File: config.mk
export PLATFORM = sky130hd
export DESIGN_NAME = mpre_pos
export DESIGN_NICKNAME = d
export VERILOG_FILES = /design/src/sv/mpre_pkg.sv /design/src/sv/mpre_pos.sv
export SDC_FILE = /design/constraint.sdc
export NUM_CORES = 1
export LEC_CHECK = 0
export ABC_CLOCK_PERIOD_IN_PS = 5400
export BUFFER_PORTS_ARGS = -buffer_cell sky130_fd_sc_hd__buf_2
export CORE_MARGIN = 1
export CORE_UTILIZATION = 35
export CTS_BUF_LIST = sky130_fd_sc_hd__clkbuf_16
export CTS_CLUSTER_SIZE = 24
export DETAILED_ROUTE_END_ITERATION = 8
export GPL_TIMING_DRIVEN = 0
export PLACE_DENSITY_LB_ADDON = 0.1
export SLEW_MARGIN = 20
export SYNTH_ARGS = -nofsm -noshare
export SYNTH_HDL_FRONTEND = slang
export SYNTH_SLANG_ARGS = --single-unit
File: constraint.sdc
create_clock -name clk -period 5.4 [get_ports clk]
set_input_delay 0.54 -clock clk [delete_from_list [all_inputs] [get_ports clk]]
set_output_delay 0.54 -clock clk [all_outputs]
set_load 0.01 [all_outputs]
File: src/sv/mpre_pkg.sv
// ----------------------------------------------------------------------------
// mpre_pkg
// Shared types and constants of the median-edge-detector residual encoder.
// ----------------------------------------------------------------------------
package mpre_pkg;

  // line store sizing
  localparam int MAX_WIDTH_DEF = 2048;
  localparam int NUM_CH        = 3;

  // field widths
  localparam int PIX_W      = 8;
  localparam int RES_W      = 9;
  localparam int LINE_W_W   = 12;
  localparam int CFG_IDX_W  = 3;
  localparam int CFG_DATA_W = 12;

  // quantizer: steps = 256 div level, recip = ceil(2^16 / steps)
  localparam int STEP_W     = 9;
  localparam int RECIP_W    = 17;
  localparam int RECIP_FRAC = 16;
  localparam int PROD_W     = PIX_W + RECIP_W;
  localparam int SCALE_W    = PIX_W + STEP_W;

  localparam logic [RECIP_W-1:0] STEP_NUM    = RECIP_W'(256);
  localparam logic [RECIP_W-1:0] RECIP_NUM   = RECIP_W'(65535);
  localparam logic [STEP_W-1:0]  STEP_RESET  = STEP_W'(1);
  localparam logic [RECIP_W-1:0] RECIP_RESET = RECIP_W'(65536);

  // register reset values
  localparam logic [LINE_W_W-1:0] LINE_WIDTH_RESET = LINE_W_W'(640);

  // stream packing
  localparam int IN_TDATA_W  = 8;
  localparam int OUT_TDATA_W = 40;
  localparam int OUT_PAD_W   = OUT_TDATA_W - RES_W - 3 * PIX_W;

  // configuration register indexes
  typedef enum logic [CFG_IDX_W-1:0] {
    CFG_LINE_WIDTH = 3'd0,
    CFG_THREE_CH   = 3'd1,
    CFG_LEVEL_CH0  = 3'd2,
    CFG_LEVEL_CH1  = 3'd3,
    CFG_LEVEL_CH2  = 3'd4
  } cfg_reg_t;

  // position of one sample in the frame
  typedef struct packed {
    logic [1:0] ch;
    logic       col_zero;
    logic       first_row;
  } pos_t;

  // one result beat
  typedef struct packed {
    logic [PIX_W-1:0] abs_noise;
    logic [PIX_W-1:0] abs_error;
    logic [PIX_W-1:0] reconstructed;
    logic [RES_W-1:0] residual;
  } result_t;

endpackage

File: src/sv/mpre_pos.sv
// ----------------------------------------------------------------------------
// mpre_pos
// Raster position tracker: channel, column, first-row flag, line store address.
// ----------------------------------------------------------------------------
module mpre_pos
  import mpre_pkg::*;
#(
  parameter int MAX_WIDTH = MAX_WIDTH_DEF
) (
  input  logic                           clk,
  input  logic                           rst_n,
  input  logic                           accept,
  input  logic                           sof,
  input  logic                           three_ch,
  input  logic [$clog2(MAX_WIDTH+1)-1:0] eff_width,
  output pos_t                           pos,
  output logic [$clog2(3*MAX_WIDTH)-1:0] addr
);

  localparam int CW   = $clog2(MAX_WIDTH + 1);
  localparam int COLW = $clog2(MAX_WIDTH);
  localparam int AW   = $clog2(3 * MAX_WIDTH);

  logic [1:0]      ch_r, ch_nxt;
  logic [COLW-1:0] col_r, col_nxt;
  logic            fr_r, fr_nxt;

  logic [1:0]      nch;
  logic [1:0]      ch_b, ch_i, ch_p1;
  logic [COLW-1:0] col_b, col_i;
  logic            fr_b, fr_i;
  logic [CW-1:0]   col_p1;

  assign nch = three_ch ? 2'd3 : 2'd1;

  // position of the sample being accepted, with frame restart and wrap
  always_comb begin
    ch_b  = sof ? 2'd0 : ch_r;
    col_b = sof ? '0 : col_r;
    fr_b  = sof ? 1'b1 : fr_r;
    ch_i  = (ch_b >= nch) ? 2'd0 : ch_b;
    if (CW'(col_b) >= eff_width) begin
      col_i = '0;
      fr_i  = 1'b0;
    end else begin
      col_i = col_b;
      fr_i  = fr_b;
    end
  end

  // advance to the following sample
  always_comb begin
    ch_p1  = ch_i + 2'd1;
    col_p1 = CW'(col_i) + CW'(1);
    ch_nxt  = ch_p1;
    col_nxt = col_i;
    fr_nxt  = fr_i;
    if (ch_p1 >= nch) begin
      ch_nxt = 2'd0;
      if (col_p1 >= eff_width) begin
        col_nxt = '0;
        fr_nxt  = 1'b0;
      end else begin
        col_nxt = COLW'(col_p1);
      end
    end
  end

  always_ff @(posedge clk) begin
    if (!rst_n) begin
      ch_r  <= 2'd0;
      col_r <= '0;
      fr_r  <= 1'b1;
    end else if (accept) begin
      ch_r  <= ch_nxt;
      col_r <= col_nxt;
      fr_r  <= fr_nxt;
    end
  end

  // entry index column * 3 + channel
  assign addr = (AW'(col_i) << 1) + AW'(col_i) + AW'(ch_i);

  assign pos.ch        = ch_i;
  assign pos.col_zero  = (col_i == '0);
  assign pos.first_row = fr_i;

endmodule

==> impl_metrics.ini <==
[clock_network]
htree_levels = 1
hold_buffers = 0
root_buffer = clkbuf_16
cts_sinks = 14
cts_buffers = 3
clkTransAtPathRegs_ps = 50
cts_tree = done
clk_path_buf_depth = 2
clkLatencyLatePin_ps = 250

[synthesis]
synthTopCellsByCount = ha_1 (52), inv_1 (34), nand2_1 (32)
yosysWarnings = 0
yosysTopAreaCell = ha_1
synth_edf_count = 0
synthCells = 318
synth_area_leaders = ha_1 (27%), dfxtp_1 (12%), inv_1 (5.2%)
synth.distinct_cells = 58
synth-async-reset-ratio = 0
ys_ff_latch = 14
synth_ff_type = dfxtp_1
yosysMostFrequentCell = ha_1
ys_seq_area_frac = 0.115
netlist.area_leader.share = 0.267
syn-num-nets = 389
syn_area_per_cell_sq_um = 7.66
syn_area_sq_um = 2440

[global_route]
grt_max_degree = 11
grt_pass1_wl_um = 10100
overflow = 0
grt_usage = 0.174
grt_pass1_vias = 2156
antenna_found_initial = 0

[flow_run]
drv_cap = 0

[drt]
drtAntennaViolNets = 0
drt_iter0_markers = 72
drc = 0
post_drt_via_cell_ratio = 5.21
wirelength_um = 6050
vias = 2320
drt_first_pass_iters = 4
wl_per_cell_um = 13.6

[setup_path]
cp-end-kind = output port
cp_max_fo = 9
critPathKind = in -> out
rrSetupSlack_ps = 390
crit_arrival_ps = 4640
start_kind = input pin
cp.required_ps = 4860

[sta]
setup-violations-final = 0
tns_ps = 0
period_share = 0.959
fin_skew_ps = 1.30
slew_headroom = 0.590
maxSlewViolCount = 0
tightest_slew_ps = 606
fmax_ghz = 0.193
finalCriticalPeriod_ps = 5180
hold_viol_final = 0

[placement]
dp_hpwl_um = 5040
io_buffers = 32
place_area_sq_um = 2700
dpl.cell_count = 430
gp_congestion = 0.770

[die]
fp.dieW_um = 85.4
die_area_sq_um = 7300
ioPinCount = 34
core_sq_um = 6760
initial_core_util = 0.361
rows = 30
die_h_um = 85.4

[power]
power.density_nw_per_um2 = 103
power.internal_w = 0.000228
share_comb_of_total_power = 0.184
switching_power_w = 0.0000776
ir_drop_mv = 0.0810
p_clk_frac = 0.468
total_leakage_power_nw = 1.57
switching_share = 0.254
p_seq_frac = 0.349

[final_layout]
drive_above_1_share = 0.222
num_antenna_cells = 0
final_cell_count_no_fill = 445
fin_area_sq_um = 2960
fillCellCount = 721
nets = 437
syn2layout_area_growth_pct = 21.4

[min_path]
worstHoldPathType = reg -> reg

[status]
status = finished clean
[metrics by stage]
stage	total power, W	hold slack [ps]	setup slack, ps	util
final	0.000305	494	222	0.438
after global routing	0.000320	518	-12.3	0.438
after CTS	0.000301	500	-75.7	0.417
after detailed placement	0.000157	489	-734	0.399
after global placement	0.000157	452	-700	0.399
after floorplan	0.000140	435	231	-
[worst max-delay path, stage by stage]
cell,delay (ps)
buf_12,120
buf_8,130
buf_4,150
nor2b_2,110
ha_1,230
a2111o_1,370
nand4_1,140
and3_1,180
buf_6,140
buf_8,130
nand2_2,70
inv_2,80
fa_1,450
ha_4,190
buf_4,130
a211oi_2,200
o211ai_1,140
a31oi_1,280
a21oi_1,110
or4_1,480
o311ai_1,90
buf_2,170
[state kept, by name, indices dropped and copies added, names as in the netlist]
register  cells
col_r        11
ch_r          2
fr_r          1
[path summary, 6_finish.rpt]
kind,startpoint,end,cells past startpoint
max reg2reg,col_r[0],col_r[9],21
min,col_r[9],col_r[9],2
max,sof,addr[10],22
min reg2reg,col_r[9],col_r[9],2
[metal layers]
layer,wire length [um],global-route usage
met5,0,0
met2,2700,0.285
met3,137,0.00973
met4,65,0.0500
met1,3150,0.245
[cells in the final DEF (no fill, tap or decap), drive strengths merged, types with 3 or more instances in the layout]
master | netlist | layout
nand3 | 9 | 9
buf | 5 | 49
a31o | 3 | 3
dfxtp | 14 | 14
a21oi | 22 | 22
and3 | 4 | 4
o211ai | 4 | 4
o21ai | 14 | 14
nand2 | 33 | 33
a31oi | 3 | 3
inv | 38 | 38
nor2b | 12 | 12
a22oi | 3 | 3
nor2 | 24 | 24
a22o | 3 | 3
nor3 | 5 | 5
ha | 52 | 52
a211oi | 3 | 3
o21a | 4 | 4
clkbuf | 2 | 4
xnor2 | 8 | 8
nand4 | 5 | 5
and4 | 3 | 3
or4 | 3 | 3
xor2 | 4 | 4
nand2b | 5 | 5
[cells by family after synthesis]
| kind of cell | count (synthesis) | synth area share |
|---|---|---|
| buf+inv | 45 | 0.0765 |
| simple gates | 115 | 0.252 |
| mux | 1 | 0.00411 |
| xor+xnor | 12 | 0.0431 |
| fa+ha+maj | 54 | 0.284 |
| flops | 14 | 0.115 |
| compound gates | 77 | 0.225 |
[power by group through the flow]
stage / registers (W) / clock network, W / logic [W]
final: 0.000106 / 0.000143 / 0.0000561
after global placement: 0.000108 / 0 / 0.0000485
after global routing: 0.000106 / 0.000150 / 0.0000634
after detailed placement: 0.000108 / 0 / 0.0000487
after floorplan: 0.000108 / 0 / 0.0000321
after CTS: 0.000106 / 0.000145 / 0.0000500
[cell type report]
type,count,area (sq um),share of cell area
multi-input combinational,259,2030,0.688
sequential,14,280,0.0948
timing repair buffer,43,243,0.0821
inverter,38,143,0.0482
tap,80,100,0.0339
buffer,7,77.6,0.0262
clock buffer,3,75.1,0.0254
clock inverter,1,3.75,0.00127
[timing repair]
action,4_1_cts,5_1_grt
gates resized for setup,4,29
pin swaps,4,14
cloned,0,0
setup buffers,3,8
setup endpoints to repair,18,16
Note: power is estimated with default switching activity, not from simulation.
