**config.mk**
```make
export PLATFORM = sky130hd
export DESIGN_NAME = mpre_div
export DESIGN_NICKNAME = d
export VERILOG_FILES = /design/src/sv/mpre_pkg.sv /design/src/sv/mpre_div.sv
export SDC_FILE = /design/constraint.sdc
export NUM_CORES = 1
export LEC_CHECK = 0
export BUFFER_PORTS_ARGS = -buffer_cell sky130_fd_sc_hd__buf_2
export CAP_MARGIN = 20
export CORE_MARGIN = 8
export CORE_UTILIZATION = 54
export DETAILED_ROUTE_END_ITERATION = 6
export PLACE_DENSITY = 0.83
export SLEW_MARGIN = 20
export SYNTH_ARGS = -nofsm -noshare
export SYNTH_HDL_FRONTEND = slang
export SYNTH_SLANG_ARGS = --single-unit
```
**constraint.sdc**
```tcl
create_clock -name clk -period 3.04 [get_ports clk]
set_input_delay 0.456 -clock clk [delete_from_list [all_inputs] [get_ports clk]]
set_output_delay 0.456 -clock clk [all_outputs]
set_load 0.005 [all_outputs]
```
**src/sv/mpre_pkg.sv**
```systemverilog
// ----------------------------------------------------------------------------
// mpre_pkg
// Shared types and constants of the median-edge-detector residual encoder.
// ----------------------------------------------------------------------------
package mpre_pkg;

  // line store sizing
  localparam int MAX_WIDTH_DEF = 2048;
  localparam int NUM_CH        = 3;

  // field widths
  localparam int PIX_W      = 8;
  localparam int RES_W      = 9;
  localparam int LINE_W_W   = 12;
  localparam int CFG_IDX_W  = 3;
  localparam int CFG_DATA_W = 12;

  // quantizer: steps = 256 div level, recip = ceil(2^16 / steps)
  localparam int STEP_W     = 9;
  localparam int RECIP_W    = 17;
  localparam int RECIP_FRAC = 16;
  localparam int PROD_W     = PIX_W + RECIP_W;
  localparam int SCALE_W    = PIX_W + STEP_W;

  localparam logic [RECIP_W-1:0] STEP_NUM    = RECIP_W'(256);
  localparam logic [RECIP_W-1:0] RECIP_NUM   = RECIP_W'(65535);
  localparam logic [STEP_W-1:0]  STEP_RESET  = STEP_W'(1);
  localparam logic [RECIP_W-1:0] RECIP_RESET = RECIP_W'(65536);

  // register reset values
  localparam logic [LINE_W_W-1:0] LINE_WIDTH_RESET = LINE_W_W'(640);

  // stream packing
  localparam int IN_TDATA_W  = 8;
  localparam int OUT_TDATA_W = 40;
  localparam int OUT_PAD_W   = OUT_TDATA_W - RES_W - 3 * PIX_W;

  // configuration register indexes
  typedef enum logic [CFG_IDX_W-1:0] {
    CFG_LINE_WIDTH = 3'd0,
    CFG_THREE_CH   = 3'd1,
    CFG_LEVEL_CH0  = 3'd2,
    CFG_LEVEL_CH1  = 3'd3,
    CFG_LEVEL_CH2  = 3'd4
  } cfg_reg_t;

  // position of one sample in the frame
  typedef struct packed {
    logic [1:0] ch;
    logic       col_zero;
    logic       first_row;
  } pos_t;

  // one result beat
  typedef struct packed {
    logic [PIX_W-1:0] abs_noise;
    logic [PIX_W-1:0] abs_error;
    logic [PIX_W-1:0] reconstructed;
    logic [RES_W-1:0] residual;
  } result_t;

endpackage

```
**src/sv/mpre_div.sv**
```systemverilog
// ----------------------------------------------------------------------------
// mpre_div
// Restoring divider, one quotient bit per cycle, for the quantizer constants.
// ----------------------------------------------------------------------------
module mpre_div
  import mpre_pkg::*;
(
  input  logic               clk,
  input  logic               rst_n,
  input  logic               start,
  input  logic [RECIP_W-1:0] num,
  input  logic [STEP_W-1:0]  den,
  output logic               done,
  output logic [RECIP_W-1:0] quot
);

  localparam int CNT_W = $clog2(RECIP_W + 1);

  logic [RECIP_W-1:0] num_r;
  logic [STEP_W-1:0]  den_r;
  logic [STEP_W-1:0]  rem_r;
  logic [CNT_W-1:0]   cnt_r;
  logic               busy_r;
  logic               done_r;
  logic [STEP_W:0]    rem_sh;
  logic               ge;

  // one trial subtraction
  assign rem_sh = {rem_r, num_r[RECIP_W-1]};
  assign ge     = rem_sh >= {1'b0, den_r};

  // control
  always_ff @(posedge clk) begin
    if (!rst_n) begin
      busy_r <= 1'b0;
      done_r <= 1'b0;
      cnt_r  <= '0;
    end else begin
      done_r <= busy_r && (cnt_r == CNT_W'(1));
      if (start) begin
        busy_r <= 1'b1;
        cnt_r  <= CNT_W'(RECIP_W);
      end else if (busy_r) begin
        cnt_r <= cnt_r - CNT_W'(1);
        if (cnt_r == CNT_W'(1)) begin
          busy_r <= 1'b0;
        end
      end
    end
  end

  // datapath, quotient shifts into the numerator register
  always_ff @(posedge clk) begin
    if (start) begin
      num_r <= num;
      den_r <= den;
      rem_r <= '0;
    end else if (busy_r) begin
      num_r <= {num_r[RECIP_W-2:0], ge};
      rem_r <= ge ? STEP_W'(rem_sh - {1'b0, den_r}) : STEP_W'(rem_sh);
    end
  end

  assign done = done_r;
  assign quot = num_r;

endmodule

```
==> run metrics, run 1 <==
crit end category register; CTS Buf Count 5; Worst EP arrival 2.73 ns; clock power share 33.7%; Worst EP required 3.20 ns; Fmax achieved 388 MHz; H-Tree Depth 2; CTS Buffer Depth 2; drt pass-1 iters 6; total routed wirelength 4240 um; DR WL/cell 14.7 um; # resized after CTS 0; worst flop-to-flop path endpoint rem_r[4]$_SDFFE_PP0P_; Starting Density 55.1%; crit share post-route 84.7%; RSZ-0062 raised after global routing false; Slew headroom 58.4%; Ys Warns 0; gr ovfl total 0; reg2reg setup slack 0.46 ns; total I/O pin count 47; top_reg_cell synth edfxtp_1; sequential fraction of design power 45.6%; Antenna Nets Post-Route 0; total clock sinks 42; Synth Register Bits 42; Nets 278; Die X 79.4 um; Setup TNS Final 0 ns; Yosys top cell area share 35.9%; vias post-DR 1,561; Worst Skew 0.00526 ns; worst setup path endpoint rem_r[4]$_SDFFE_PP0P_; leading post-synthesis cells by cell area edfxtp_1 36%, dfxtp_1 15%, mux2_2 8.3%, ha_1 6.3%, mux2i_1 4.1%; max-cap viol count 0; Die Area 6310 um2; Post-synth ARST share 0%; number of global-route vias before repair 1,602; Slew @ Worst Pin 0.624 ns; Design Power 1530 uW; GPL Wtd Cong 0.862; CTS tree built; DRC 0; Die H 79.4 um; most instantiated library cell after synthesis edfxtp_1; worst setup path start quot[16]$_DFFE_PP_; register area share after synthesis 50.7%; Post-CTS Setup Repair Bufs 0; worst skew pair latency 0.29 ns; Combinational Power Share 20.7%; worst vdd ir 449 uV; Sw Share 25.3%; CTS root buf clkbuf_8; Mapped Nets 231; switching pwr 386 uW; Post-CTS Hold Buffers 0; initial antenna violation count 0; synthesized instance count 190; P_int 1140 uW; largest net degree at the start of global routing 30; clk slew on worst S/H paths 0.08 ns; Post-DP HPWL 3010 um; status finished clean; commonest cells in the netlist 26 x edfxtp_1, 18 x nor2_1, 16 x dfxtp_1, 16 x mux2_2, 14 x inv_1; row cnt 23; Mapped Area 2170 um2; EDFF count, synth 26; Total GRT Usage 14.1%; power density over cell area 593 nW/um2; core outline area 3940 um2; Synth cell types 40; share of layout cells above drive strength 1 32.8%; vias per std cell 5.42; kind of critical path register to register; hold path depth 1; RR Startpoint quot[16]$_DFFE_PP_; Final Hold Vio Count 0; Mean Syn Cell Area 11.4 um2; min Tclk post-route 2.58 ns; Worst Setup Start Kind register; reg2reg path depth 9; Iter 0 DRT Violations 92; Area Growth Syn to Fin 18.7%; diode count 0; Yosys top cell by area edfxtp_1; global-route wire length before repair 7070 um; leakage power 0.00112 uW; Critical Path Fanout Max 14; Final setup violation count 0; port bufs 46; worst hold path class input pin to register; Max Transition Viols Final 0
per-stage QoR:
step                      utilization [%]  cells  cell area [um2]  setup slack (ns)  hold slack [ns]
after floorplan                         -    190             2170             0.684            0.462
after global placement               62.0    280             2450             0.567            0.483
after detailed placement             62.0    280             2450             0.475            0.496
after CTS                            65.4    288             2580             0.468            0.322
after global routing                 65.4    288             2580             0.231            0.316
final                                65.4    288             2580             0.465            0.330
per-layer routing:
metal	up-vias	wire length (um)	global-route usage [%]
li1	788	-	-
met1	720	1940	16.0
met2	45	1860	21.9
met3	8	365	7.55
met4	0	70	5.19
met5	-	0	0
how the worst min path moves through the flow:
stage | startpoint | end | slack (ns)
2_1_floorplan | rem_r[2]$_SDFFE_PP0P_ | rem_r[2]$_SDFFE_PP0P_ | 0.46
3_3_place_gp | cnt_r[1]$_SDFFE_PP0P_ | cnt_r[1]$_SDFFE_PP0P_ | 0.48
3_5_place_dp | rem_r[4]$_SDFFE_PP0P_ | rem_r[5]$_SDFFE_PP0P_ | 0.50
4_1_cts | den[4] | den_r[4]$_DFFE_PP_ | 0.32
5_1_grt | den[7] | den_r[7]$_DFFE_PP_ | 0.32
6_report | den[4] | den_r[4]$_DFFE_PP_ | 0.33
layout by cell type, fill, tap and decap left out, types with 5 or more instances in the layout:
master,count
mux2i_1,9
nand2_1,9
a21oi_1,6
mux2_2,16
ha_1,11
a211oi_1,8
nor2_1,18
clkbuf_8,5
edfxtp_1,26
xor2_1,6
buf_2,46
dfxtp_1,16
inv_1,14
power by group through the flow:
stage	registers, uW	clock network (uW)	logic [uW]
final	697	516	317
after global routing	705	552	355
after CTS	698	526	318
after detailed placement	709	0	315
after global placement	708	0	310
after floorplan	705	0	230
sequential cells by signal (all words and copies together), names as in the netlist:
signal  flops
quot       17
den_r       9
rem_r       9
cnt_r       5
busy_r      1
done        1
final cells by class:
class | instances | area (um2)
sequential | 42 | 1100
clock inverter | 3 | 63.8
tap | 50 | 62.6
timing repair buffer | 48 | 245
inverter | 14 | 52.6
clock buffer | 5 | 68.8
multi-input combinational | 126 | 985
fill | 308 | 1360
critical path: stages, from the launching register on:
cell and delay [ns]:
edfxtp_1 0.41, inv_1 0.07, ha_1 0.15, inv_1 0.05
fa_1 0.40, a211oi_1 0.39, o21a_1 0.25, o211a_2 0.40
mux2i_1 0.23, a211oi_1 0.08
kinds of logic after synthesis:
logic type,synth area share [%]
adder cells (fa/ha/maj),7.25
AND/OR/NAND/NOR,11.3
buffers and inverters,4.03
XOR/XNOR,3.22
AO/OA/AOI/OAI,11.1
flip-flops,50.7
multiplexers,12.4
Power figures use the tool's default switching activity.
==> run 2: changes to the inputs <==
Settings changed: CORE_UTILIZATION 54 to 49, PLACE_DENSITY 0.83 to 0.8.
Clock period 3.04 ns to 2.2 ns, I/O delays scaled along.
==> run 2 against run 1 <==
  * Sequential power is 38% higher
  * First-iteration DRC count is 24% lower
  * Routed wire length is 10% higher
  * Combinational power is 73% higher
  * Via count is 2.9% higher
  * Critical path type unchanged
==> run metrics, run 2 (same netlist as run 1, synthesis figures left out) <==
status finished clean; dpl ws -0.0558 ns; Critical Path Fanout Max 2; sequential fraction of design power 48.0%; share of layout cells above drive strength 1 42.4%; Worst EP required 2.41 ns; kind of critical path register to register; Worst Skew 0.00817 ns; non-filler cells, final 307; Worst EP arrival 2.41 ns; hold path start den[5]; Post-CTS Hold Buffers 0; CTS tree built; worst hold path class input pin to register; Nets 295; total I/O pin count 47; hold path depth 1; Max Transition Viols Final 0; hold endpoint den_r[5]$_DFFE_PP_; Fmax achieved 455 MHz; Post-Place Cells 296; GPL Wtd Cong 0.839; total clock sinks 42; largest net degree at the start of global routing 21; Design Power 2010 uW; Total GRT Usage 14.2%; slowest stage cell, crit path edfxtp_1; Die Area 6820 um2; power density over cell area 738 nW/um2; Post-DP HPWL 3390 um; RSZ-0062 raised after global routing true; min Tclk post-route 2.20 ns; number of global-route vias before repair 1,677; vias per std cell 5.23; gr ovfl total 0; Final setup violation count 0; reg2reg setup slack 0.001 ns; Final Core Density 63.0%; crit end category register; Area Growth Syn to Fin 25.3%; DR WL/cell 15.2 um; port bufs 46; switching pwr 589 uW; drt pass-1 iters 4; RR Startpoint quot[16]$_DFFE_PP_; diode count 0; initial antenna violation count 0; Iter 0 DRT Violations 70; CTS Buffer Depth 2; CTS Buf Count 5; worst vdd ir 609 uV; P_int 1420 uW; DRC 0; critical-path cell list inv_1 > ha_2 > inv_2 > fa_2 > a211oi_2 > buf_4 > or2_2 > a21oi_2 > or3_1 > a311oi_2; Slew @ Worst Pin 0.393 ns; max reg flops 17; Final Hold Vio Count 0; clock power share 24.8%; reg2reg path depth 10; commonest non-fill, non-tap cell in the layout buf_2; worst skew pair latency 0.29 ns; Filler Cell Count 364; row cnt 24; leakage power 0.00118 uW; Slew headroom 73.8%; clk slew on worst S/H paths 0.09 ns; global-route wire length before repair 7620 um; total routed wirelength 4670 um; worst flop-to-flop path endpoint rem_r[8]$_SDFFE_PP0P_; Die H 82.6 um; vias post-DR 1,607; most frequent cells in the layout 46 x buf_2, 26 x edfxtp_1, 18 x nor2_1, 18 x buf_4; Starting Density 50.3%; Die X 82.6 um; Final WS setup 0.00102 ns; largest stage delay on the critical path 0.40 ns; Worst Setup Start Kind register; crit share post-route 100%; core outline area 4320 um2; Antenna Nets Post-Route 0; Sw Share 29.3%; H-Tree Depth 2; CTS root buf clkbuf_8; max-cap viol count 0; Combinational Power Share 27.2%
[run 2: changes by cell type in the layout (fill, tap and decap cells not counted), sizes merged]
cell and change:
buf +16, clkinvlp +1, o211a +1, bufinv -2
clkinv +1
[run 2: layout make-up]
| cell class | instances | area [um2] | share of cell area (%) |
|---|---|---|---|
| repair buffers | 64 | 365 | 13.4 |
| flip-flops and latches | 42 | 1100 | 40.4 |
| clock inverters | 3 | 21.3 | 0.781 |
| inverters | 14 | 52.6 | 1.93 |
| clock buffers | 5 | 68.8 | 2.53 |
| multi-input cells | 127 | 1050 | 38.5 |
| well taps | 52 | 65.1 | 2.39 |
[run 2: power by group through the flow]
stage / clock [uW] / combinational, uW / sequential (uW)
after floorplan: 0 / 329 / 975
after CTS: 507 / 530 / 964
after global placement: 0 / 490 / 979
final: 499 / 548 / 964
after global routing: 533 / 604 / 974
after detailed placement: 0 / 503 / 980
[run 2: how the worst max path moves through the flow]
| stage | startpoint | to | slack [ns] | cells past startpoint |
|---|---|---|---|---|
| 4_1_cts | quot[16]$_DFFE_PP_ | rem_r[8]$_SDFFE_PP0P_ | 0.003 | 9 |
| 5_1_grt | quot[16]$_DFFE_PP_ | rem_r[8]$_SDFFE_PP0P_ | -0.11 | 11 |
| 3_3_place_gp | quot[16]$_DFFE_PP_ | rem_r[5]$_SDFFE_PP0P_ | 0.05 | 9 |
| 2_1_floorplan | quot[16]$_DFFE_PP_ | rem_r[1]$_SDFFE_PP0P_ | 0.02 | 10 |
| 6_report | quot[16]$_DFFE_PP_ | rem_r[8]$_SDFFE_PP0P_ | 0.001 | 10 |
| 3_5_place_dp | quot[16]$_DFFE_PP_ | rem_r[0]$_SDFFE_PP0P_ | -0.06 | 9 |
[run 2: metrics by stage]
step / TNS (ns) / area [um2] / hold slack, ns
after detailed placement: -0.0853 / 2570 / 0.491
final: 0 / 2720 / 0.208
after global routing: -0.386 / 2720 / 0.195
after global placement: 0 / 2570 / 0.481
after floorplan: 0 / 2190 / 0.429
after CTS: 0 / 2700 / 0.202
[run 2: what timing repair did]
item / CTS / global route
gates resized for setup: 3 / 9
buffers inserted: 1 / 1
gates cloned: 1 / 0
setup endpoints to repair: 8 / 9
pin swaps: 3 / 11
[run 2: worst max-delay path: cells and delay by family, from the launching register on]
family	cells	cell delay, ns
adders and majority gates	2	0.52
AOI/OAI and AO/OA	3	0.51
and+or+nand+nor	2	0.42
DFF	1	0.40
buffers and inverters	3	0.27
[run 2: metal layers]
layer	global-route usage, %	vias up	share of wire, %
li1	-	819	-
met1	17.8	752	45
met2	22.4	32	48
met3	5.19	4	5.3
met4	4.31	0	0.96
met5	0	-	0
==> run 3: changes to the inputs <==
Settings changed: CORE_MARGIN 8 to 2.
==> run 3 against run 2 <==
  * First-iteration DRC count up 11%
  * Largest cell class unchanged
  * Critical endpoint is now rem_r[6]$_SDFFE_PP0P_
  * Clock-buffer cell count up 1
  * Register-to-register slack gained 0.03 ns
  * Critical path type unchanged
  * Power is 5.0% higher
  * Final cell count is 0.33% lower
  * Sequential share of layout area decreased by 0.26 points
  * Global-route usage grew 3.9 points
  * Utilization up 0.41 points
  * Sequential power barely moved
  * Flip-flop and latch count did not move
  * Die area shrank 27%
==> run metrics, run 3 (same netlist as run 1, synthesis figures left out) <==
Die Area 4980 um2; Filler Cell Count 358; DR WL/cell 14.1 um; Finished Cell Area 2740 um2; core outline area 4320 um2; global-route wire length before repair 7160 um; vias per std cell 5.37; most frequent cells in the layout 46 x buf_2, 26 x edfxtp_1, 18 x nor2_1; worst skew pair latency 0.30 ns; switching pwr 572 uW; Slew @ Worst Pin 0.438 ns; diode count 0; Critical Path Fanout Max 7; CTS tree built; Design Power 2110 uW; Post-CTS Hold Buffers 0; Worst EP required 2.39 ns; crit end category register; Fmax achieved 462 MHz; register area 1100 um2; Setup TNS Final 0 ns; worst hold path class input pin to register; Die H 70.6 um; DRC 0; Combinational Power Share 25.7%; status finished clean; Final Hold Vio Count 0; met1 GRT Util 24.8%; clk slew on worst S/H paths 0.08 ns; Area after DPL 2570 um2; vias post-DR 1,644; Starting Density 50.3%; largest net degree at the start of global routing 18; max reg flops 17; met2 Track Usage GR 28.3%; RR Startpoint quot[16]$_DFFE_PP_; GRT Max-Usage Layer met2; CTS Buf Count 5; initial antenna violation count 0; RSZ-0062 raised after global routing true; total clock sinks 42; Slew headroom 70.8%; CTS root buf clkbuf_8; gr ovfl total 0; total routed wirelength 4300 um; leakage power 0.00118 uW; Worst EP arrival 2.35 ns; GPL Wtd Cong 0.835; row cnt 24; hold path start den[0]; min Tclk post-route 2.17 ns; Final setup violation count 0; Worst Setup Start Kind register; CTS Buffer Depth 2; sequential fraction of design power 45.8%; clock power share 28.6%; worst setup path start quot[16]$_DFFE_PP_; Sw Share 27.1%; kind of critical path register to register; number of global-route vias before repair 1,623; Antenna Nets Post-Route 0; P_int 1540 uW; Post-DP HPWL 3070 um; max-cap viol count 0; share of layout cells above drive strength 1 40.6%; power density over cell area 770 nW/um2; footprint of the multi-input gates 1050 um2; Final Core Density 63.4%; Die X 70.6 um; commonest non-fill, non-tap cell in the layout buf_2; Iter 0 DRT Violations 78; worst vdd ir 571 uV; Max Transition Viols Final 0; total I/O pin count 47; Total GRT Usage 18.2%; Nets 294; GR Util met3 6.13%; port bufs 46; crit share post-route 98.4%; Area Growth Syn to Fin 26.1%; H-Tree Depth 2; drt pass-1 iters 6; Worst Skew 0.00880 ns
## run 3: final timing paths
check | cells past startpoint | end | slack [ns]
min reg2reg | 2 | rem_r[5]$_SDFFE_PP0P_ | 0.50
min | 1 | den_r[0]$_DFFE_PP_ | 0.20
max | 9 | rem_r[6]$_SDFFE_PP0P_ | 0.03
max reg2reg | 9 | rem_r[6]$_SDFFE_PP0P_ | 0.03
## run 3: stage by stage
step / hold WS [ns] / cells / worst slack [ns]
floorplan: 0.429 / 190 / 0.0213
detailed placement: 0.490 / 296 / -0.00343
finish: 0.204 / 306 / 0.0345
CTS: 0.196 / 306 / 0.00306
global placement: 0.479 / 296 / 0.00780
global route: 0.190 / 306 / -0.113
## run 3: cell type report
class                   instances  share of cell area [%]
well taps                      52                    2.37
multi-input cells             127                    38.5
repair buffers                 63                    13.1
clock inverters                 2                    1.37
clock buffers                   6                    2.65
inverters                      14                    1.92
flip-flops and latches         42                    40.2
## run 3: metal layers
layer | vias up | wire length [um]
li1 | 818 | -
met1 | 776 | 1980
met2 | 42 | 2020
met3 | 8 | 255
met4 | 0 | 48
met5 | - | 0
## run 3: power groups by stage
stage	registers [uW]	clock network [uW]	logic, uW
floorplan	975	0	329
global placement	980	0	483
global route	976	634	599
finish	966	603	542
detailed placement	982	0	497
CTS	965	615	521
## run 3: repair_timing
item,CTS,global route
cloned,1,0
setup buffers,1,0
endpoints found under the hold margin,0,0
setup endpoints to repair,6,10
pin swaps,3,5
resized for setup,2,8
## run 3: critical path, cell delays in order (launching register included)
cell	delay (ns)
edfxtp_1	0.39
inv_1	0.07
ha_2	0.17
inv_2	0.04
fa_2	0.36
a211oi_4	0.26
o21a_2	0.20
o211a_4	0.24
mux2i_1	0.22
a211oi_1	0.09
