===== src/sv/mpre_pkg.sv =====
// ----------------------------------------------------------------------------
// mpre_pkg
// Shared types and constants of the median-edge-detector residual encoder.
// ----------------------------------------------------------------------------
package mpre_pkg;

  // line store sizing
  localparam int MAX_WIDTH_DEF = 2048;
  localparam int NUM_CH        = 3;

  // field widths
  localparam int PIX_W      = 8;
  localparam int RES_W      = 9;
  localparam int LINE_W_W   = 12;
  localparam int CFG_IDX_W  = 3;
  localparam int CFG_DATA_W = 12;

  // quantizer: steps = 256 div level, recip = ceil(2^16 / steps)
  localparam int STEP_W     = 9;
  localparam int RECIP_W    = 17;
  localparam int RECIP_FRAC = 16;
  localparam int PROD_W     = PIX_W + RECIP_W;
  localparam int SCALE_W    = PIX_W + STEP_W;

  localparam logic [RECIP_W-1:0] STEP_NUM    = RECIP_W'(256);
  localparam logic [RECIP_W-1:0] RECIP_NUM   = RECIP_W'(65535);
  localparam logic [STEP_W-1:0]  STEP_RESET  = STEP_W'(1);
  localparam logic [RECIP_W-1:0] RECIP_RESET = RECIP_W'(65536);

  // register reset values
  localparam logic [LINE_W_W-1:0] LINE_WIDTH_RESET = LINE_W_W'(640);

  // stream packing
  localparam int IN_TDATA_W  = 8;
  localparam int OUT_TDATA_W = 40;
  localparam int OUT_PAD_W   = OUT_TDATA_W - RES_W - 3 * PIX_W;

  // configuration register indexes
  typedef enum logic [CFG_IDX_W-1:0] {
    CFG_LINE_WIDTH = 3'd0,
    CFG_THREE_CH   = 3'd1,
    CFG_LEVEL_CH0  = 3'd2,
    CFG_LEVEL_CH1  = 3'd3,
    CFG_LEVEL_CH2  = 3'd4
  } cfg_reg_t;

  // position of one sample in the frame
  typedef struct packed {
    logic [1:0] ch;
    logic       col_zero;
    logic       first_row;
  } pos_t;

  // one result beat
  typedef struct packed {
    logic [PIX_W-1:0] abs_noise;
    logic [PIX_W-1:0] abs_error;
    logic [PIX_W-1:0] reconstructed;
    logic [RES_W-1:0] residual;
  } result_t;

endpackage


===== src/sv/mpre_dp.sv =====
// ----------------------------------------------------------------------------
// mpre_dp
// Prediction and quantizer datapath with per-channel neighbor registers.
// Stage one: median prediction, error, magnitude times reciprocal.
// Stage two: quotient times steps, residual, reconstruction, noise.
// ----------------------------------------------------------------------------
module mpre_dp
  import mpre_pkg::*;
(
  input  logic               clk,
  input  logic               rst_n,
  input  logic               ld,
  input  logic               sof_clr,
  input  logic [PIX_W-1:0]   pix,
  input  pos_t               pos,
  input  logic [STEP_W-1:0]  steps,
  input  logic [RECIP_W-1:0] recip,
  input  logic               s1_en,
  input  logic [PIX_W-1:0]   upper,
  input  logic               fin,
  output result_t            res
);

  // sample held for the duration of its work
  logic [PIX_W-1:0]   pix_r;
  pos_t               pos_r;
  logic [STEP_W-1:0]  steps_r;
  logic [RECIP_W-1:0] recip_r;

  // neighbors per channel
  logic [PIX_W-1:0] left_r [NUM_CH];
  logic [PIX_W-1:0] ul_r [NUM_CH];

  // stage one
  logic [PIX_W-1:0]  left_sel, ul_sel;
  logic [PIX_W-1:0]  a, b, c, lo, hi, pred;
  logic signed [RES_W-1:0] err;
  logic              neg;
  logic [PIX_W-1:0]  mag;
  logic [PROD_W-1:0] prod;

  // stage two registers
  logic [PIX_W-1:0]  pred_r, mag_r, b_r;
  logic              neg_r;
  logic [PROD_W-1:0] prod_r;

  logic [PIX_W-1:0]   quo;
  logic [SCALE_W-1:0] scaled;
  logic [PIX_W-1:0]   rmag;
  logic [RES_W-1:0]   residual;
  logic [PIX_W-1:0]   recon;

  always_ff @(posedge clk) begin
    if (ld) begin
      pix_r   <= pix;
      pos_r   <= pos;
      steps_r <= steps;
      recip_r <= recip;
    end
  end

  // neighbor select for the current channel
  always_comb begin
    left_sel = left_r[0];
    ul_sel   = ul_r[0];
    for (int k = 1; k < NUM_CH; k++) begin
      if (pos_r.ch == 2'(k)) begin
        left_sel = left_r[k];
        ul_sel   = ul_r[k];
      end
    end
  end

  // median edge detector, outside neighbors read as zero
  always_comb begin
    a  = pos_r.col_zero ? '0 : left_sel;
    b  = pos_r.first_row ? '0 : upper;
    c  = (pos_r.col_zero || pos_r.first_row) ? '0 : ul_sel;
    lo = (a < b) ? a : b;
    hi = (a < b) ? b : a;
    if (c <= lo) begin
      pred = hi;
    end else if (c >= hi) begin
      pred = lo;
    end else begin
      pred = PIX_W'((PIX_W+1)'(a) + (PIX_W+1)'(b) - (PIX_W+1)'(c));
    end
  end

  // error and scaled magnitude; lossless levels give steps 1, so residual = error
  assign err  = $signed({1'b0, pix_r}) - $signed({1'b0, pred});
  assign neg  = err[RES_W-1];
  assign mag  = PIX_W'(neg ? -err : err);
  assign prod = PROD_W'(mag) * PROD_W'(recip_r);

  always_ff @(posedge clk) begin
    if (s1_en) begin
      pred_r <= pred;
      mag_r  <= mag;
      neg_r  <= neg;
      prod_r <= prod;
      b_r    <= b;
    end
  end

  // truncated quotient back to a multiple of steps
  assign quo      = prod_r[RECIP_FRAC +: PIX_W];
  assign scaled   = SCALE_W'(quo) * SCALE_W'(steps_r);
  assign rmag     = scaled[PIX_W-1:0];
  assign residual = neg_r ? RES_W'(-{1'b0, rmag}) : {1'b0, rmag};
  assign recon    = pred_r + residual[PIX_W-1:0];

  // neighbor update at finish, frame restart wins over it
  always_ff @(posedge clk) begin
    if (!rst_n) begin
      for (int k = 0; k < NUM_CH; k++) begin
        left_r[k] <= '0;
        ul_r[k]   <= '0;
      end
    end else begin
      for (int k = 0; k < NUM_CH; k++) begin
        if (sof_clr) begin
          left_r[k] <= '0;
          ul_r[k]   <= '0;
        end else if (fin && (pos_r.ch == 2'(k))) begin
          left_r[k] <= recon;
          ul_r[k]   <= b_r;
        end
      end
    end
  end

  assign res.residual      = residual;
  assign res.reconstructed = recon;
  assign res.abs_error     = mag_r;
  assign res.abs_noise     = mag_r - rmag;

endmodule


===== config.mk =====
export PLATFORM = sky130hd
export DESIGN_NAME = mpre_dp
export DESIGN_NICKNAME = d
export VERILOG_FILES = /design/src/sv/mpre_pkg.sv /design/src/sv/mpre_dp.sv
export SDC_FILE = /design/constraint.sdc
export NUM_CORES = 1
export LEC_CHECK = 0
export ABC_AREA = 1
export BUFFER_PORTS_ARGS = -buffer_cell sky130_fd_sc_hd__buf_2
export CORE_MARGIN = 4
export CORE_UTILIZATION = 33
export DETAILED_ROUTE_END_ITERATION = 8
export GPL_ROUTABILITY_DRIVEN = 0
export HOLD_SLACK_MARGIN = 0.15
export PLACE_DENSITY_LB_ADDON = 0.1
export SYNTH_ARGS = -nofsm -noshare
export SYNTH_HDL_FRONTEND = slang
export SYNTH_SLANG_ARGS = --single-unit

===== constraint.sdc =====
create_clock -name clk -period 14.2 [get_ports clk]
set_input_delay 2.13 -clock clk [delete_from_list [all_inputs] [get_ports clk]]
set_output_delay 2.13 -clock clk [all_outputs]
set_load 0.02 [all_outputs]

==> impl_metrics.prom, run 1 <==
# TYPE chip_impl_metric gauge
chip_impl_metric{name="die_area",unit="mm²"} 0.0395
chip_impl_metric{name="io_pins",unit=""} 85
chip_impl_metric{name="port_buffers",unit=""} 83
chip_impl_metric{name="worst_skew_pair_later_pin_latency",unit="ns"} 0.44
chip_impl_metric{name="avgViaCountPerCell",unit=""} 4.62
chip_impl_metric{name="worstMarginPinSlew",unit="ns"} 1.02
chip_impl_info{name="min_path_type",value="flop to flop"} 1
chip_impl_metric{name="timing.critical_path.required",unit="ns"} 14.38
chip_impl_metric{name="post-route-period-util",unit=""} 0.856
chip_impl_metric{name="clock-sinks",unit=""} 118
chip_impl_metric{name="initial_core_utilization",unit=""} 0.336
chip_impl_metric{name="fraction_of_post_synthesis_cell_area_in_the_top_cell_type_by_area",unit=""} 0.295
chip_impl_metric{name="critPathArrivalTime",unit="ns"} 12.34
chip_impl_metric{name="cts.repair_timing.setup_buffer_count",unit=""} 0
chip_impl_info{name="post_synth_main_area_contributors",value="edfxtp_1, fa_1, ha_1"} 1
chip_impl_metric{name="num_vias",unit=""} 9157
chip_impl_metric{name="cts_htree_levels",unit=""} 4
chip_impl_metric{name="maxSlewHeadroom",unit=""} 0.315
chip_impl_metric{name="ys_warn_count",unit=""} 0
chip_impl_info{name="slowest_stage",value="o21ai_0"} 1
chip_impl_metric{name="placeable_core_area",unit="mm²"} 0.0357
chip_impl_metric{name="grt_pass1_wl",unit="µm"} 51700
chip_impl_metric{name="netlist-cell-type-count",unit=""} 43
chip_impl_metric{name="fmax",unit="GHz"} 0.0823
chip_impl_metric{name="cpPeakStageDelay",unit="ns"} 0.55
chip_impl_info{name="root_buffer",value="clkbuf_16"} 1
chip_impl_info{name="synth_top_family_by_area",value="adder cells"} 1
chip_impl_info{name="grt_setup_unrepaired",value="no"} 1
chip_impl_metric{name="synthMuxAreaShare",unit=""} 0.00167
chip_impl_metric{name="final_tns_setup",unit="ns"} 0
chip_impl_info{name="critPathLaunchType",value="input port"} 1
chip_impl_metric{name="place.detailed.hpwl",unit="µm"} 26100
chip_impl_metric{name="netlist_area",unit="mm²"} 0.0120
chip_impl_metric{name="gr-total-overflow",unit=""} 0
chip_impl_metric{name="synthesis.instances",unit=""} 1429
chip_impl_metric{name="grt_pass1_vias",unit=""} 9500
chip_impl_metric{name="post_cts_resize_count",unit=""} 0
chip_impl_metric{name="chipWidth",unit="µm"} 199
chip_impl_info{name="setup_crit_path_kind",value="input port to flop"} 1
chip_impl_info{name="yosysMostFrequentCell",value="inv_1"} 1
chip_impl_info{name="synth-main-ff-cell",value="edfxtp_1"} 1
chip_impl_metric{name="final_max_slew_viol_count",unit=""} 0
chip_impl_metric{name="synthXorXnorAreaFrac",unit=""} 0.0385
chip_impl_metric{name="routed_wire_length_per_instance",unit="µm"} 16.4
chip_impl_metric{name="clock_tree_buffer_depth",unit=""} 2
chip_impl_metric{name="area.growth.synth_to_final",unit="%"} 12.2
chip_impl_metric{name="num_rows",unit=""} 69
chip_impl_info{name="outcome",value="finished clean"} 1
chip_impl_metric{name="die_height",unit="µm"} 199
chip_impl_metric{name="synth_seq_cells",unit=""} 118
chip_impl_metric{name="synth-adder-area-share",unit=""} 0.293
chip_impl_metric{name="clock_skew",unit="ns"} 0.0119
chip_impl_metric{name="nets",unit=""} 1779
chip_impl_metric{name="report.final.setup_viol",unit=""} 0
chip_impl_metric{name="drive_above_1_share",unit=""} 0.118
chip_impl_metric{name="syn_nets",unit=""} 1698
chip_impl_metric{name="tritoncts.num_buffers",unit=""} 17
chip_impl_info{name="tritoncts",value="built"} 1
chip_impl_metric{name="dr.first_iter.drc_count",unit=""} 307
chip_impl_metric{name="first_pass_iters",unit=""} 4
chip_impl_metric{name="synth_sequential_area_ratio",unit=""} 0.295
chip_impl_metric{name="synth_edf_count",unit=""} 118
chip_impl_metric{name="ant_nets",unit=""} 0
chip_impl_metric{name="max-cap-violations",unit=""} 0
chip_impl_info{name="most_used_standard_cells_in_the_synthesized_netlist",value="inv_1, nand2_1, nor2_1, edfxtp_1, ha_1"} 1
chip_impl_metric{name="count_of_inserted_antenna_diode_cells",unit=""} 0
chip_impl_metric{name="holdBufCountCts",unit=""} 0
chip_impl_metric{name="worst-path-max-fanout",unit=""} 31
chip_impl_metric{name="route.detailed.drc",unit=""} 0
chip_impl_metric{name="avgSynthCellArea",unit="µm²"} 8.41
chip_impl_metric{name="hold_viol_final",unit=""} 0
chip_impl_metric{name="timing.final.crit_period",unit="ns"} 12.16
chip_impl_metric{name="clk_pin_slew",unit="ns"} 0.06
chip_impl_metric{name="antenna_found_initial",unit=""} 0
chip_impl_metric{name="synth_compound_area_frac",unit=""} 0.0571
chip_impl_info{name="synth_top_cell_by_area",value="edfxtp_1"} 1
chip_impl_info{name="worst_setup_path_end_kind",value="flop"} 1
chip_impl_metric{name="grt_max_degree",unit=""} 38
chip_impl_metric{name="async_flop_share",unit=""} 0
chip_impl_metric{name="number_of_filler_instances_in_the_final_layout",unit=""} 3789
chip_impl_metric{name="yosys.area_share.simple",unit=""} 0.209
chip_impl_metric{name="global_route.usage.total",unit=""} 0.170
chip_impl_metric{name="wirelength",unit="µm"} 32500
registers in the layout, indices dropped and copies added, names as in the netlist:
name and cells:
left_r 24, prod_r 8, pred_r 8, pix_r 8, recip_r 17, b_r 8, pos_r 4, mag_r 8
ul_r 24, neg_r 1, steps_r 8
area by class of cell:
type                       count  area [µm²]  area share
timing repair buffer          85         430      0.0319
inverter                     311        1170      0.0866
sequential                   118        3540       0.263
tap                          461         577      0.0428
multi-input combinational    977        7200       0.534
clock buffer                  18         429      0.0318
clock inverter                14         135      0.0100
cell families (layout without fill, tap and decap cells):
logic type,Yosys count,after routing
adder cells (fa/ha/maj),217,217
AND/OR/NAND/NOR,584,584
flip-flops,118,118
multiplexers,2,2
AO/OA/AOI/OAI,122,122
buffers and inverters,334,428
XOR/XNOR,52,52
critical path: cells and delay by family:
family / cells / cell delay (ns)
xor+xnor: 2 / 0.70
simple gates: 13 / 1.73
buf+inv: 7 / 0.88
fa+ha+maj: 9 / 3.72
compound gates: 12 / 3.14
layout by cell type, fill, tap and decap left out, drive strengths merged, types with 3 or more instances in the layout:
cell	instances
inv	312
nand2	302
nor2	182
edfxtp	118
ha	109
fa	108
buf	85
nand3	70
a21oi	47
o21ai	46
xor2	42
clkbuf	18
nor3	11
xnor2	10
o21bai	7
or2	7
o211ai	7
clkinv	7
nand4	5
nand3b	4
a31oi	4
clkinvlp	4
a211oi	3
per-layer routing:
| metal | global-route usage | wire (µm) | vias up |
|---|---|---|---|
| met4 | 0.0410 | 424 | 0 |
| met5 | 0 | 0 | - |
| met3 | 0.0290 | 884 | 24 |
| li1 | - | - | 4621 |
| met2 | 0.300 | 16500 | 128 |
| met1 | 0.218 | 14700 | 4384 |
through the flow:
stage	utilization	area, µm²	setup WS [ns]	hold slack, ns	cells
global placement	0.362	12900	1.61	0.559	1952
CTS	0.377	13500	1.97	0.576	1984
detailed placement	0.362	12900	1.57	0.561	1952
finish	0.377	13500	2.04	0.571	1984
global route	0.377	13500	1.13	0.607	1984
floorplan	-	12000	3.56	0.543	1429
final timing paths:
kind	slack, ns	startpoint	depth (start not counted)	end
worst max register to register	2.11	pos_r[3]$_DFFE_PP_	48	prod_r[21]$_DFFE_PP_
worst min-delay path	0.57	b_r[6]$_DFFE_PP_	2	ul_r[2][6]$_SDFFCE_PN0P_
worst min register to register	0.57	b_r[6]$_DFFE_PP_	2	ul_r[2][6]$_SDFFCE_PN0P_
worst max-delay path	2.04	upper[5]	43	prod_r[21]$_DFFE_PP_
Power of run 1 is not shown: default switching activity piles up to over one toggle a cycle in this logic, so the estimate is an artifact.
==> run 2, diff against run 1 <==
--- a/config.mk
+++ b/config.mk
@@ -6,11 +6,13 @@
 export NUM_CORES = 1
 export LEC_CHECK = 0
 export ABC_AREA = 1
+export ABC_CLOCK_PERIOD_IN_PS = 12620
 export BUFFER_PORTS_ARGS = -buffer_cell sky130_fd_sc_hd__buf_2
 export CORE_MARGIN = 4
 export CORE_UTILIZATION = 33
 export DETAILED_ROUTE_END_ITERATION = 8
 export GPL_ROUTABILITY_DRIVEN = 0
+export GPL_TIMING_DRIVEN = 0
 export HOLD_SLACK_MARGIN = 0.15
 export PLACE_DENSITY_LB_ADDON = 0.1
 export SYNTH_ARGS = -nofsm -noshare
==> constraint.sdc (replaced) <==
create_clock -name clk -period 12.62 [get_ports clk]
set_input_delay 1.893 -clock clk [delete_from_list [all_inputs] [get_ports clk]]
set_output_delay 1.893 -clock clk [all_outputs]
set_load 0.02 [all_outputs]
==> impl_metrics.prom, run 2 (synthesis gave the netlist of run 1 again) <==
# TYPE chip_impl_metric gauge
chip_impl_metric{name="timing.reg2reg.setup_slack",unit="ns"} 0.91
chip_impl_metric{name="grt_max_degree",unit=""} 38
chip_impl_info{name="timing.critical_path.mode_cell",value="nand2_1"} 1
chip_impl_metric{name="die_area",unit="mm²"} 0.0395
chip_impl_info{name="root_buffer",value="clkbuf_16"} 1
chip_impl_metric{name="maxSlewHeadroom",unit=""} 0.314
chip_impl_metric{name="fmax",unit="GHz"} 0.0854
chip_impl_metric{name="initial_core_utilization",unit=""} 0.336
chip_impl_metric{name="grt_pass1_vias",unit=""} 9530
chip_impl_metric{name="max-cap-violations",unit=""} 0
chip_impl_metric{name="placeable_core_area",unit="mm²"} 0.0357
chip_impl_metric{name="gr-total-overflow",unit=""} 0
chip_impl_metric{name="worst_skew_pair_later_pin_latency",unit="ns"} 0.44
chip_impl_info{name="outcome",value="finished clean"} 1
chip_impl_info{name="mostFrequentLayoutCells",value="inv_1, nand2_1, nor2_1"} 1
chip_impl_metric{name="num_rows",unit=""} 69
chip_impl_metric{name="routed_wire_length_per_instance",unit="µm"} 16.7
chip_impl_metric{name="grt_pass1_wl",unit="µm"} 52600
chip_impl_metric{name="layout.core_utilization",unit=""} 0.380
chip_impl_metric{name="clock_tree_buffer_depth",unit=""} 2
chip_impl_info{name="path_delay_family",value="adder cells"} 1
chip_impl_info{name="min_path_type",value="flop to flop"} 1
chip_impl_info{name="tritoncts",value="built"} 1
chip_impl_info{name="critPathLaunchType",value="flop"} 1
chip_impl_metric{name="global_route.usage.total",unit=""} 0.175
chip_impl_metric{name="cpPeakStageDelay",unit="ns"} 0.54
chip_impl_metric{name="num_vias",unit=""} 9244
chip_impl_metric{name="die_height",unit="µm"} 199
chip_impl_info{name="setup_crit_path_kind",value="flop to flop"} 1
chip_impl_metric{name="stdcell_count",unit=""} 2005
chip_impl_metric{name="drive_above_1_share",unit=""} 0.126
chip_impl_metric{name="dr.first_iter.drc_count",unit=""} 408
chip_impl_info{name="slowest_stage",value="fa_1"} 1
chip_impl_metric{name="route.detailed.drc",unit=""} 0
chip_impl_metric{name="wirelength",unit="µm"} 33500
chip_impl_metric{name="tritoncts.num_buffers",unit=""} 17
chip_impl_metric{name="cts_htree_levels",unit=""} 4
chip_impl_metric{name="port_buffers",unit=""} 83
chip_impl_metric{name="timing.final.crit_period",unit="ns"} 11.71
chip_impl_metric{name="dp_cells",unit=""} 1973
chip_impl_metric{name="count_of_inserted_antenna_diode_cells",unit=""} 0
chip_impl_metric{name="area.growth.synth_to_final",unit="%"} 13.0
chip_impl_info{name="layout_commonest_cell",value="inv_1"} 1
chip_impl_metric{name="number_of_filler_instances_in_the_final_layout",unit=""} 3732
chip_impl_metric{name="avgViaCountPerCell",unit=""} 4.61
chip_impl_metric{name="ant_nets",unit=""} 0
chip_impl_metric{name="post-route-period-util",unit=""} 0.928
chip_impl_metric{name="antenna_found_initial",unit=""} 0
chip_impl_info{name="reg_top3",value="left_r: 24 flops, ul_r: 24 flops, recip_r: 17 flops"} 1
chip_impl_metric{name="hold_viol_final",unit=""} 0
chip_impl_metric{name="timing.critical_path.required",unit="ns"} 12.80
chip_impl_metric{name="worst-path-max-fanout",unit=""} 10
chip_impl_metric{name="report.final.setup_viol",unit=""} 0
chip_impl_metric{name="place.detailed.hpwl",unit="µm"} 27400
chip_impl_metric{name="chipWidth",unit="µm"} 199
chip_impl_metric{name="final_design_area_no_fill",unit="mm²"} 0.0136
chip_impl_metric{name="clock-sinks",unit=""} 118
chip_impl_metric{name="first_pass_iters",unit=""} 5
chip_impl_metric{name="placed_cell_area",unit="mm²"} 0.0130
chip_impl_metric{name="worstMarginPinSlew",unit="ns"} 1.03
chip_impl_metric{name="clock_skew",unit="ns"} 0.0142
chip_impl_metric{name="nets",unit=""} 1800
chip_impl_info{name="worst_setup_path_end_kind",value="flop"} 1
chip_impl_metric{name="worst-path-buf-inv",unit=""} 15
chip_impl_metric{name="final_max_slew_viol_count",unit=""} 0
chip_impl_metric{name="io_pins",unit=""} 85
chip_impl_metric{name="clk_pin_slew",unit="ns"} 0.06
chip_impl_metric{name="critPathArrivalTime",unit="ns"} 11.89
-- run 2: cell count changes in the layout (fill, tap and decap cells not counted), sizes merged --
cell,previous run,this run
bufinv,2,1
inv,312,315
clkbuf,18,32
clkinvlp,4,3
buf,85,91
-- run 2: worst register-to-register path, delay by kind of cell (launching register included) --
kind / cells / cell delay (ns)
compound gates: 10 / 1.92
xor+xnor: 1 / 0.16
buf+inv: 15 / 2.57
simple gates: 22 / 2.66
flops: 1 / 0.49
fa+ha+maj: 9 / 3.66
-- run 2: through the flow --
stage                     worst slack [ns]  hold WS (ns)  setup TNS, ns
after floorplan                       2.22         0.543              0
after global placement              -0.112         0.556         -0.112
after detailed placement            -0.155         0.562         -0.156
after CTS                            0.164         0.577              0
after global routing               -0.0164         0.602        -0.0164
final                                0.905         0.573              0
-- run 2: layer usage --
layer / vias up / part of all wire / track usage
met2: 128 / 0.50 / 0.311
met5: - / 0 / 0
met4: 0 / 0.013 / 0.0408
met3: 20 / 0.034 / 0.0279
met1: 4425 / 0.45 / 0.223
li1: 4671 / - / -
-- run 2: final cells by class --
| type | count | area, µm² | area share |
|---|---|---|---|
| timing repair buffer | 83 | 415 | 0.0306 |
| tap | 461 | 577 | 0.0424 |
| clock buffer | 17 | 425 | 0.0313 |
| sequential | 118 | 3540 | 0.261 |
| inverter | 311 | 1170 | 0.0859 |
| buffer | 23 | 110 | 0.00810 |
| clock inverter | 15 | 128 | 0.00939 |
| multi-input combinational | 977 | 7220 | 0.531 |
-- run 2: path summary, 6_finish.rpt --
check | start | endpoint | depth (start not counted)
setup / recovery | pos_r[3]$_DFFE_PP_ | prod_r[21]$_DFFE_PP_ | 57
setup reg to reg | pos_r[3]$_DFFE_PP_ | prod_r[21]$_DFFE_PP_ | 57
hold reg to reg | b_r[4]$_DFFE_PP_ | ul_r[0][4]$_SDFFCE_PN0P_ | 2
hold / removal | b_r[4]$_DFFE_PP_ | ul_r[0][4]$_SDFFCE_PN0P_ | 2
-- run 2: what timing repair did --
| action | in CTS | in global routing |
|---|---|---|
| gates resized for setup | 1 | 14 |
| buffers inserted | 0 | 0 |
| endpoints found under the setup margin | 1 | 8 |
| hold buffers | 0 | 0 |
Power of run 2 is left out for the same reason.
==> run 3, diff against run 2 <==
--- a/config.mk
+++ b/config.mk
@@ -5,7 +5,6 @@
 export SDC_FILE = /design/constraint.sdc
 export NUM_CORES = 1
 export LEC_CHECK = 0
-export ABC_AREA = 1
 export ABC_CLOCK_PERIOD_IN_PS = 12620
 export BUFFER_PORTS_ARGS = -buffer_cell sky130_fd_sc_hd__buf_2
 export CORE_MARGIN = 4
@@ -13,8 +12,7 @@
 export DETAILED_ROUTE_END_ITERATION = 8
 export GPL_ROUTABILITY_DRIVEN = 0
 export GPL_TIMING_DRIVEN = 0
-export HOLD_SLACK_MARGIN = 0.15
-export PLACE_DENSITY_LB_ADDON = 0.1
+export HOLD_SLACK_MARGIN = 0.06
 export SYNTH_ARGS = -nofsm -noshare
 export SYNTH_HDL_FRONTEND = slang
 export SYNTH_SLANG_ARGS = --single-unit
==> impl_metrics.prom, run 3 <==
# TYPE chip_impl_metric gauge
chip_impl_metric{name="synth_sequential_area_ratio",unit=""} 0.292
chip_impl_info{name="synth-main-ff-cell",value="edfxtp_1"} 1
chip_impl_metric{name="count_of_inserted_antenna_diode_cells",unit=""} 0
chip_impl_metric{name="wirelength",unit="µm"} 30300
chip_impl_metric{name="yosys.area_share.simple",unit=""} 0.160
chip_impl_metric{name="die_area",unit="mm²"} 0.0399
chip_impl_metric{name="clock_skew",unit="ns"} 0.0134
chip_impl_info{name="root_buffer",value="clkbuf_16"} 1
chip_impl_metric{name="synth-adder-area-share",unit=""} 0.290
chip_impl_info{name="critPathLaunchType",value="input port"} 1
chip_impl_metric{name="avgSynthCellArea",unit="µm²"} 10.2
chip_impl_metric{name="num_vias",unit=""} 8854
chip_impl_metric{name="final_design_area_no_fill",unit="mm²"} 0.0143
chip_impl_metric{name="multi_input_area",unit="mm²"} 0.00802
chip_impl_metric{name="worst-path-max-fanout",unit=""} 10
chip_impl_metric{name="clk_pin_slew",unit="ns"} 0.06
chip_impl_metric{name="post-route-period-util",unit=""} 0.958
chip_impl_metric{name="number_of_filler_instances_in_the_final_layout",unit=""} 3497
chip_impl_info{name="synth_top_cell_by_area",value="edfxtp_1"} 1
chip_impl_info{name="slowest_stage",value="fa_1"} 1
chip_impl_metric{name="gr-total-overflow",unit=""} 0
chip_impl_metric{name="clock-sinks",unit=""} 118
chip_impl_metric{name="synthMuxAreaShare",unit=""} 0.0333
chip_impl_metric{name="tritoncts.num_buffers",unit=""} 17
chip_impl_metric{name="chipWidth",unit="µm"} 200
chip_impl_metric{name="nets",unit=""} 1592
chip_impl_metric{name="report.final.setup_viol",unit=""} 0
chip_impl_metric{name="async_flop_share",unit=""} 0
chip_impl_metric{name="port_buffers",unit=""} 83
chip_impl_metric{name="netlist-cell-type-count",unit=""} 83
chip_impl_metric{name="grt_pass1_vias",unit=""} 9432
chip_impl_info{name="post_synth_main_area_contributors",value="edfxtp_1, fa_1, ha_1"} 1
chip_impl_metric{name="hold_viol_final",unit=""} 0
chip_impl_metric{name="route.detailed.drc",unit=""} 0
chip_impl_metric{name="antenna_found_initial",unit=""} 0
chip_impl_metric{name="dr.first_iter.drc_count",unit=""} 442
chip_impl_metric{name="global_route.usage.total",unit=""} 0.157
chip_impl_metric{name="worst_skew_pair_later_pin_latency",unit="ns"} 0.43
chip_impl_metric{name="cpPeakStageDelay",unit="ns"} 0.56
chip_impl_metric{name="synthXorXnorAreaFrac",unit=""} 0.0538
chip_impl_info{name="tritoncts",value="built"} 1
chip_impl_metric{name="die_height",unit="µm"} 200
chip_impl_info{name="yosysMostFrequentCell",value="inv_1"} 1
chip_impl_metric{name="placement_setup_slack",unit="ns"} -2.06
chip_impl_metric{name="io_pins",unit=""} 85
chip_impl_info{name="worst_setup_path_end_kind",value="flop"} 1
chip_impl_info{name="mostFrequentLayoutCells",value="inv_1, edfxtp_1, fa_1, ha_1"} 1
chip_impl_metric{name="area.sequential",unit="mm²"} 0.00354
chip_impl_metric{name="ant_nets",unit=""} 0
chip_impl_metric{name="grt_pass1_wl",unit="µm"} 48900
chip_impl_info{name="min_path_type",value="flop to flop"} 1
chip_impl_metric{name="routed_wire_length_per_instance",unit="µm"} 16.9
chip_impl_info{name="most_used_standard_cells_in_the_synthesized_netlist",value="inv_1, edfxtp_1, ha_1, fa_1, and2_1"} 1
chip_impl_metric{name="maxSlewHeadroom",unit=""} 0.0769
chip_impl_metric{name="syn_nets",unit=""} 1463
chip_impl_metric{name="num_rows",unit=""} 69
chip_impl_metric{name="synth_compound_area_frac",unit=""} 0.100
chip_impl_metric{name="avgViaCountPerCell",unit=""} 4.93
chip_impl_metric{name="placeable_core_area",unit="mm²"} 0.0359
chip_impl_metric{name="netlist_area",unit="mm²"} 0.0121
chip_impl_metric{name="grt_max_degree",unit=""} 38
chip_impl_metric{name="area.growth.synth_to_final",unit="%"} 17.8
chip_impl_info{name="reg_top3",value="left_r: 24 flops, ul_r: 24 flops, recip_r: 17 flops"} 1
chip_impl_metric{name="synthesis.instances",unit=""} 1194
chip_impl_metric{name="worstMarginPinSlew",unit="ns"} 1.38
chip_impl_metric{name="cts_htree_levels",unit=""} 4
chip_impl_metric{name="ys_warn_count",unit=""} 0
chip_impl_info{name="synth_top_family_by_area",value="adder cells"} 1
chip_impl_metric{name="initial_core_utilization",unit=""} 0.338
chip_impl_metric{name="placed_cell_area",unit="mm²"} 0.0131
chip_impl_info{name="layout_commonest_cell",value="inv_1"} 1
chip_impl_metric{name="fmax",unit="GHz"} 0.0827
chip_impl_info{name="setup_crit_path_kind",value="input port to flop"} 1
chip_impl_metric{name="max-cap-violations",unit=""} 0
chip_impl_metric{name="final_max_slew_viol_count",unit=""} 0
chip_impl_metric{name="clock_tree_buffer_depth",unit=""} 2
chip_impl_metric{name="holdWs",unit="ns"} 0.567
chip_impl_metric{name="drive_above_1_share",unit=""} 0.179
chip_impl_metric{name="timing.final.crit_period",unit="ns"} 12.09
chip_impl_info{name="timing.critical_path.mode_cell",value="fa_1"} 1
chip_impl_metric{name="synth_seq_cells",unit=""} 118
chip_impl_metric{name="place.detailed.hpwl",unit="µm"} 23500
chip_impl_metric{name="timing.final.ws_setup",unit="ns"} 0.528
chip_impl_info{name="outcome",value="finished clean"} 1
chip_impl_metric{name="fraction_of_post_synthesis_cell_area_in_the_top_cell_type_by_area",unit=""} 0.292
chip_impl_metric{name="critPathArrivalTime",unit="ns"} 12.26
chip_impl_metric{name="first_pass_iters",unit=""} 5
chip_impl_metric{name="timing.critical_path.required",unit="ns"} 12.79
chip_impl_metric{name="synth_edf_count",unit=""} 118
-- run 3: cell count changes in the layout (fill, tap and decap cells not counted), moves of 28 or more --
cell	delta
inv_1	-112
and2_1	+85
nor2b_1	+58
nand2_1	-204
nor2_1	-109
xnor2_1	+39
xor2_1	-28
nand3_1	-53
buf_4	+28
-- run 3: logic make-up (layout without fill, tap and decap cells) --
kind of cell | count (synthesis) | in the layout
simple gates | 360 | 360
mux | 37 | 37
flops | 118 | 118
fa+ha+maj | 217 | 217
xor+xnor | 72 | 72
buf+inv | 223 | 365
compound gates | 167 | 167
-- run 3: repair_timing --
action,in CTS,in global routing
hold buffers,0,0
setup endpoints to repair,8,8
pin swaps,7,12
gates resized for setup,42,48
buffers inserted,12,17
-- run 3: routing by layer --
metal | part of all wire | global-route usage
met2 | 0.50 | 0.278
met4 | 0.025 | 0.0475
met3 | 0.036 | 0.0275
met1 | 0.43 | 0.197
met5 | 0 | 0
-- run 3: path summary, 6_finish.rpt --
kind	from	endpoint	slack, ns	depth (start not counted)
max reg2reg	pos_r[3]$_DFFE_PP_	prod_r[21]$_DFFE_PP_	0.80	48
min reg2reg	b_r[5]$_DFFE_PP_	ul_r[2][5]$_SDFFCE_PN0P_	0.57	1
min	b_r[5]$_DFFE_PP_	ul_r[2][5]$_SDFFCE_PN0P_	0.57	1
max	upper[5]	prod_r[21]$_DFFE_PP_	0.53	48
-- run 3: area by class of cell --
class	instances	area share
well taps	461	0.0403
repair buffers	112	0.0457
clock buffers	17	0.0298
clock inverters	15	0.0122
plain buffers	30	0.0130
flip-flops and latches	118	0.248
multi-input cells	853	0.561
inverters	191	0.0501
-- run 3: stage by stage --
stage | TNS [ns] | cells | utilization
global placement | -13.82 | 1738 | 0.366
finish | 0 | 1797 | 0.398
floorplan | 0 | 1194 | -
CTS | 0 | 1780 | 0.390
global route | -0.00845 | 1797 | 0.398
detailed placement | -14.09 | 1738 | 0.366
-- run 3: critical path: cells and delay by family --
family	cells	cell delay, ns
compound gates	20	3.76
xor+xnor	4	0.79
fa+ha+maj	8	3.34
buf+inv	9	0.97
mux	2	0.69
simple gates	5	0.81
Power of run 3 is left out for the same reason.
